==> src/sv/lru_set_assoc_cache_lookup_unit_assert.svh <==
// Assertion macros for the cache lookup unit; they assume clk and rst in scope.
`ifndef LRU_SET_ASSOC_CACHE_LOOKUP_UNIT_ASSERT_SVH
`define LRU_SET_ASSOC_CACHE_LOOKUP_UNIT_ASSERT_SVH
`ifndef ASSERT_OFF
`define LSC_ASSERT_IMP(lbl, ante, cons) \
  lbl: assert property (@(posedge clk) disable iff (rst) (ante) |-> (cons)) \
    else $error("cache lookup assertion failed");
`define LSC_ASSERT_NXT(lbl, ante, cons) \
  lbl: assert property (@(posedge clk) disable iff (rst) (ante) |=> (cons)) \
    else $error("cache lookup assertion failed");
`else
`define LSC_ASSERT_IMP(lbl, ante, cons)
`define LSC_ASSERT_NXT(lbl, ante, cons)
`endif
`endif

==> src/sv/lsc_pkg.sv <==
// ----------------------------------------------------------------------------
// lsc_pkg
// Shared types and codes of the LRU cache lookup unit.
// ----------------------------------------------------------------------------
package lsc_pkg;

  localparam int CFG_W = 4;
  localparam int CFG_IDX_W = 2;

  localparam logic [CFG_IDX_W-1:0] CFG_OFFSET_BITS = 2'd0;
  localparam logic [CFG_IDX_W-1:0] CFG_SET_BITS    = 2'd1;
  localparam logic [CFG_IDX_W-1:0] CFG_WAYS_IN_USE = 2'd2;

  localparam logic OP_LOAD  = 1'b0;
  localparam logic OP_STORE = 1'b1;

  typedef enum logic [2:0] {
    ST_CLEAR = 3'b001,
    ST_IDLE  = 3'b010,
    ST_LOOK  = 3'b100
  } state_t;

  typedef struct packed {
    logic clear;    // zero one set of metadata
    logic capture;  // latch the access and read its set
    logic update;   // resolve the lookup and write the set back
  } cmd_t;

  typedef struct packed {
    logic clear_last;
  } status_t;

endpackage

==> src/sv/lsc_ctrl.sv <==
// ----------------------------------------------------------------------------
// lsc_ctrl
// Sequencer: clearing pass after reset, then capture / update per access.
// ----------------------------------------------------------------------------
`include "lru_set_assoc_cache_lookup_unit_assert.svh"

module lsc_ctrl (
  input  logic             clk,
  input  logic             rst,
  input  logic             start,
  input  lsc_pkg::status_t status,
  output lsc_pkg::cmd_t    cmd,
  output logic             busy
);

  lsc_pkg::state_t state, state_next;

  always_ff @(posedge clk) begin
    if (rst) begin
      state <= lsc_pkg::ST_CLEAR;
    end else begin
      state <= state_next;
    end
  end

  always_comb begin
    state_next  = state;
    cmd         = '0;
    busy        = 1'b1;
    unique case (state)
      lsc_pkg::ST_CLEAR: begin
        cmd.clear = 1'b1;
        if (status.clear_last) begin
          state_next = lsc_pkg::ST_IDLE;
        end
      end
      lsc_pkg::ST_IDLE: begin
        busy = 1'b0;
        if (start) begin
          cmd.capture = 1'b1;
          state_next  = lsc_pkg::ST_LOOK;
        end
      end
      lsc_pkg::ST_LOOK: begin
        cmd.update = 1'b1;
        state_next = lsc_pkg::ST_IDLE;
      end
      default: begin
        state_next = lsc_pkg::ST_CLEAR;
      end
    endcase
  end

  `LSC_ASSERT_NXT(a_accept_looks, start && !busy, state == lsc_pkg::ST_LOOK)
  `LSC_ASSERT_NXT(a_look_one_cycle, state == lsc_pkg::ST_LOOK, state == lsc_pkg::ST_IDLE)
  `LSC_ASSERT_IMP(a_clear_busy, state == lsc_pkg::ST_CLEAR, busy && !cmd.capture)

endmodule

==> config.mk <==
export PLATFORM = sky130hd
export DESIGN_NAME = lsc_ctrl
export DESIGN_NICKNAME = d
export VERILOG_FILES = /design/src/sv/lsc_pkg.sv /design/src/sv/lsc_ctrl.sv
export VERILOG_INCLUDE_DIRS = /design/src /design/src/sv
export SDC_FILE = /design/constraint.sdc
export NUM_CORES = 1
export LEC_CHECK = 0
export BUFFER_PORTS_ARGS = -buffer_cell sky130_fd_sc_hd__buf_2
export CAP_MARGIN = 15
export CORE_AREA = 2 2 39 41
export CTS_CLUSTER_DIAMETER = 60
export DETAILED_ROUTE_END_ITERATION = 10
export DIE_AREA = 0 0 41 43
export GPL_ROUTABILITY_DRIVEN = 1
export GPL_TIMING_DRIVEN = 0
export PLACE_DENSITY_LB_ADDON = 0.25
export SYNTH_ARGS = -nofsm -noshare
export SYNTH_HDL_FRONTEND = slang
export SYNTH_SLANG_ARGS = --single-unit
==> constraint.sdc <==
create_clock -name clk -period 1 [get_ports clk]
set_clock_uncertainty 0.1 [all_clocks]
set_input_delay 0.15 -clock clk [delete_from_list [all_inputs] [get_ports clk]]
set_output_delay 0.15 -clock clk [all_outputs]
set_load 0.02 [all_outputs]
; ---- Yosys cells after proc, flatten, opt, wreduce, memory -nomap -nowiden
; Index checks and enable logic that the tools add are counted.
[word_totals]
in_bits = 4
output_inout_bits = 4
elab_cells = 15
ff_bits = 3
[op_classes]
n_mux = 8
n_eq_ne = 5
reduce_logical = 1
[op_table]
columns = operator, n
row1 = 3-bit case mux with 3 select lines, 1
row2 = 3-bit two-way mux, 2
row3 = 1-bit two-way mux, 5
row4 = "2-bit inequality test, second input constant", 2
row5 = "3-bit by 1-bit == test with 1-bit output, second input constant", 1
row6 = "3-bit by 2-bit == test with 1-bit output, second input constant", 1
row7 = "3-bit == test, second input constant", 1
row8 = 2-bit AND reduction, 1

; ---- Logic depth before layout (Yosys ltp)
[depth]
depth_word = 3
depth_mapped = 3
depth_no_buf = 3

; ---- Worst setup path before layout
; OpenSTA, ideal clock, no wires.
[synth_timing]
path_kind = register to register
start = register state[2]
end = register state[1]
t_arrival_ns = 1.208
t_required_ns = 0.834
n_path_buf = 0
synth_period_minus_slack_ns = 1.374
setup_slack_ns = -0.374
setup_time_ns = 0.066
stages_incl_launch_ff = 4
cell_sequence = dfxtp_1 nor3b_1 nor3_1 nor2_1
[synth_via]
elab_chain_cells = 3
word_cells_on_any_way = 7
[synth_rtl]
columns = item, line
row1 = "start, declared", lsc_ctrl.sv:16  ; lsc_pkg::state_t state, state_next;
row2 = "start signal, assigned", lsc_ctrl.sv:20  ; state <= lsc_pkg::ST_CLEAR;
row3 = "start signal, assigned", lsc_ctrl.sv:22  ; state <= state_next;
row4 = 3-bit by 1-bit == test with 1-bit output / 3-bit by 2-bit == test with 1-bit output (equally long branches), lsc_ctrl.sv:30  ; unique case (state)
row5 = 2-bit inequality test (no line), --
row6 = 2-bit AND reduction (no line), --
; Parallel ways exist; a longest one is shown, timed or not.
; A chain may end at the register's enable or synchronous reset.

==> results_tabular.tex <==
\begin{tabular}{lr}
\hline
Metric & Value \\
\hline
\multicolumn{2}{l}{\textbf{Setup path}} \\
\quad Data arrival, critical path & 1.19 ns \\
\quad CP peak stage delay & 0.42 ns \\
\quad Cell breakdown of the critical path & or3b\_4, nor2\_4, buf\_6 \\
\quad Category of the most critical setup path & register to output port \\
\quad Critical-path maximum fanout & 3 \\
\quad Master of the slowest instance on the critical path & sky130\_fd\_sc\_hd\_\_or3b\_4 \\
\quad Type of element capturing the critical path & output port \\
\quad Startpoint Class & register \\
\quad Req. time, crit path & 0.75 ns \\
\multicolumn{2}{l}{\textbf{Logic synthesis}} \\
\quad Most used DFF post-synth & sky130\_fd\_sc\_hd\_\_dfxtp\_1 \\
\quad Number of unique standard cell types used by synthesis & 11 \\
\quad Count of state elements after synthesis & 3 \\
\quad Async S/R FF share, synth & 0\% \\
\quad Share of synthesized area occupied by flip-flops and latches & 39.0\% \\
\quad Post-synthesis cell area & 154 µm² \\
\quad Total number of yosys warnings & 0 \\
\quad Cell types with the largest area share after synthesis & sky130\_fd\_sc\_hd\_\_dfxtp\_1, sky130\_fd\_sc\_hd\_\_nor3b\_1, sky130\_fd\_sc\_hd\_\_and4bb\_2 \\
\quad Number of enable-type register cells in the synthesized netlist & 0 \\
\quad Average cell area after synthesis & 9.62 µm² \\
\quad Syn Inst Count & 16 \\
\quad Share of Yosys cell area claimed by the top area cell type & 39.0\% \\
\quad Dominant cell type by area after synthesis & sky130\_fd\_sc\_hd\_\_dfxtp\_1 \\
\quad Net Count, Synth & 20 \\
\quad Commonest cells in the synthesized netlist & sky130\_fd\_sc\_hd\_\_dfxtp\_1, sky130\_fd\_sc\_hd\_\_nor2\_1, sky130\_fd\_sc\_hd\_\_nor3b\_1 \\
\multicolumn{2}{l}{\textbf{CTS}} \\
\quad Cell at the root of the clock tree & sky130\_fd\_sc\_hd\_\_clkbuf\_4 \\
\quad Clock tree from TritonCTS & yes \\
\quad Number of H-tree levels & 1 \\
\quad Maximum root-to-sink buffer count & 2 \\
\quad Num CTS Buffers & 3 \\
\quad Worst-path clk slew & 0.04 ns \\
\quad Clock insertion delay at the later pin of the skew report & 0.23 ns \\
\quad Clk sinks & 3 \\
\multicolumn{2}{l}{\textbf{Layout}} \\
\quad Number of antenna diodes & 0 \\
\quad Layout area overhead & 136\% \\
\quad Fraction of final layout cells with drive strength greater than 1 & 78.8\% \\
\quad Largest Register & state \\
\quad Fin area & 363 µm² \\
\quad Final core occ & 26.2\% \\
\quad Registers with the most flip-flops & state x3 \\
\quad Max FFs per register & 3 \\
\quad Nets@finish & 38 \\
\multicolumn{2}{l}{\textbf{STA}} \\
\quad Count of pins over their slew limit & 0 \\
\quad Smallest setup slack after layout & -0.436 ns \\
\quad Fmax & 696 MHz \\
\quad Headroom to the max-slew limit & 82.1\% \\
\quad Minimum clock period after layout & 1.44 ns \\
\quad Period utilisation layout & 144\% \\
\quad Tightest Pin Transition & 0.267 ns \\
\quad Final hold violation count & 0 \\
\quad Setup repair after global routing missed its margin & yes \\
\quad Final setup vio count & 7 \\
\multicolumn{2}{l}{\textbf{Placed design}} \\
\quad Final Wtd Congestion & 0.587 \\
\quad Buffers added on ports & 7 \\
\quad Hpwl dp & 252 µm \\
\quad Placed instance area & 223 µm² \\
\quad Pre-CTS setup slack & -0.289 ns \\
\multicolumn{2}{l}{\textbf{Global route}} \\
\quad Maximum number of pins on one net before global-route repair & 7 \\
\quad Total routing resource utilization after global routing & 6.21\% \\
\quad Met3 layer usage reported by global route & 4.71\% \\
\quad M2 GR Usage & 7.50\% \\
\quad First-pass GRT wire length & 683 µm \\
\quad Global route hottest layer & met2 \\
\quad Final global-route overflow total & 0 \\
\quad Met1 layer usage reported by global route & 6.39\% \\
\quad Via count of the first global-routing pass & 182 \\
\quad Antenna violations before repair & 0 \\
\multicolumn{2}{l}{\textbf{Drt}} \\
\quad DRC violation count after routing & 0 \\
\quad Via count & 184 \\
\quad Detailed-route wire length & 437 µm \\
\quad Count of routing violations after the opening detailed-route iteration & 2 \\
\quad Number of iterations in the first detailed-routing pass & 2 \\
\quad ANT nets after route & 0 \\
\quad Via count normalized by instance count & 3.76 \\
\quad Wire per inst & 8.92 µm \\
\multicolumn{2}{l}{\textbf{Die}} \\
\quad Die boundary width & 41 µm \\
\quad Area of the placeable core & 1380 µm² \\
\quad Io pins & 8 \\
\quad Initial core utilization & 11.1\% \\
\quad Die span in y & 43 µm \\
\quad Row count & 14 \\
\quad Total Die Area & 1760 µm² \\
\multicolumn{2}{l}{\textbf{Power and ir drop}} \\
\quad Total power divided by cell area & 1160 nW/µm² \\
\quad Peak supply drop & 0.517 mV \\
\quad Total Power & 422 µW \\
\quad Leakage power figure & 0.000143 µW \\
\multicolumn{2}{l}{\textbf{Min path}} \\
\quad Path class of the lowest-slack min-delay path & input pin to register \\
\multicolumn{2}{l}{\textbf{Run status}} \\
\quad Run status & complete, but fails checks \\
\quad Violated checks & negative setup slack \\
\multicolumn{2}{l}{\textbf{Run}} \\
\quad Max-cap viol count & 0 \\
\hline
\end{tabular}
[metal layers]
metal | routed length (µm) | vias to the layer above
met5 | 0 | -
met4 | 0 | 0
met3 | 48 | 0
met2 | 218 | 8
met1 | 171 | 83
li1 | - | 93
[what timing repair did]
| action | 4_1_cts | 5_1_grt |
|---|---|---|
| hold buffers | 1 | 0 |
| setup endpoints to repair | 6 | 7 |
| gates resized for setup | 11 | 6 |
| pin swaps | 5 | 2 |
| endpoints found under the hold margin | 2 | 0 |
| setup buffers | 2 | 3 |
[final cells by class]
type | count | area [µm²]
multi-input cells | 12 | 140
fillers | 155 | 1020
repair buffers | 13 | 101
clock buffers | 4 | 26.3
well taps | 16 | 20.0
flip-flops and latches | 3 | 71.3
inverters | 1 | 3.75
[placed cells by master, fill, tap and decap left out, types with 2 or more instances in the layout]
cell type,n
sky130_fd_sc_hd__dfxtp_4,3
sky130_fd_sc_hd__nor2_1,2
sky130_fd_sc_hd__clkbuf_4,3
sky130_fd_sc_hd__buf_4,5
sky130_fd_sc_hd__buf_6,3
sky130_fd_sc_hd__buf_2,4
[cell families (layout without fill, tap and decap cells)]
logic type / Yosys count / after routing / synth area share, %
compound gates: 1 / 1 / 4.88
xor+xnor: 1 / 1 / 5.69
flops: 3 / 3 / 39.0
simple gates: 10 / 10 / 48.0
buf+inv: 1 / 18 / 2.44
[metrics by stage]
step	cells	setup TNS, ns	hold slack [ns]
3_5_place_dp	39	-0.769	0.247
6_report	49	-1.86	0.159
3_3_place_gp	39	-0.682	0.244
5_1_grt	49	-2.17	0.164
2_1_floorplan	16	-0.644	0.115
4_1_cts	46	-1.71	0.137
[critical path: cells and delay by family (launching register included)]
kind | cells | cell delay [ns]
buf+inv | 1 | 0.12
flops | 1 | 0.33
simple gates | 2 | 0.51
[power breakdown]
group	total [µW]	leakage, µW	switching [µW]	internal (µW)
combinational	87.2	0.000102	42.6	44.7
clock	208	0.0000150	58.8	149
sequential	127	0.0000261	3.42	123
[final timing paths]
kind              startpoint        to  slack (ns)  depth (start not counted)
setup / recovery    state[0]    cmd[1]       -0.44                          3
hold / removal         start  state[2]        0.16                          3
setup reg to reg    state[2]  state[1]       -0.16                          5
hold reg to reg     state[2]  state[2]        0.54                          3
No activity file was read; power rests on OpenSTA's default activity.
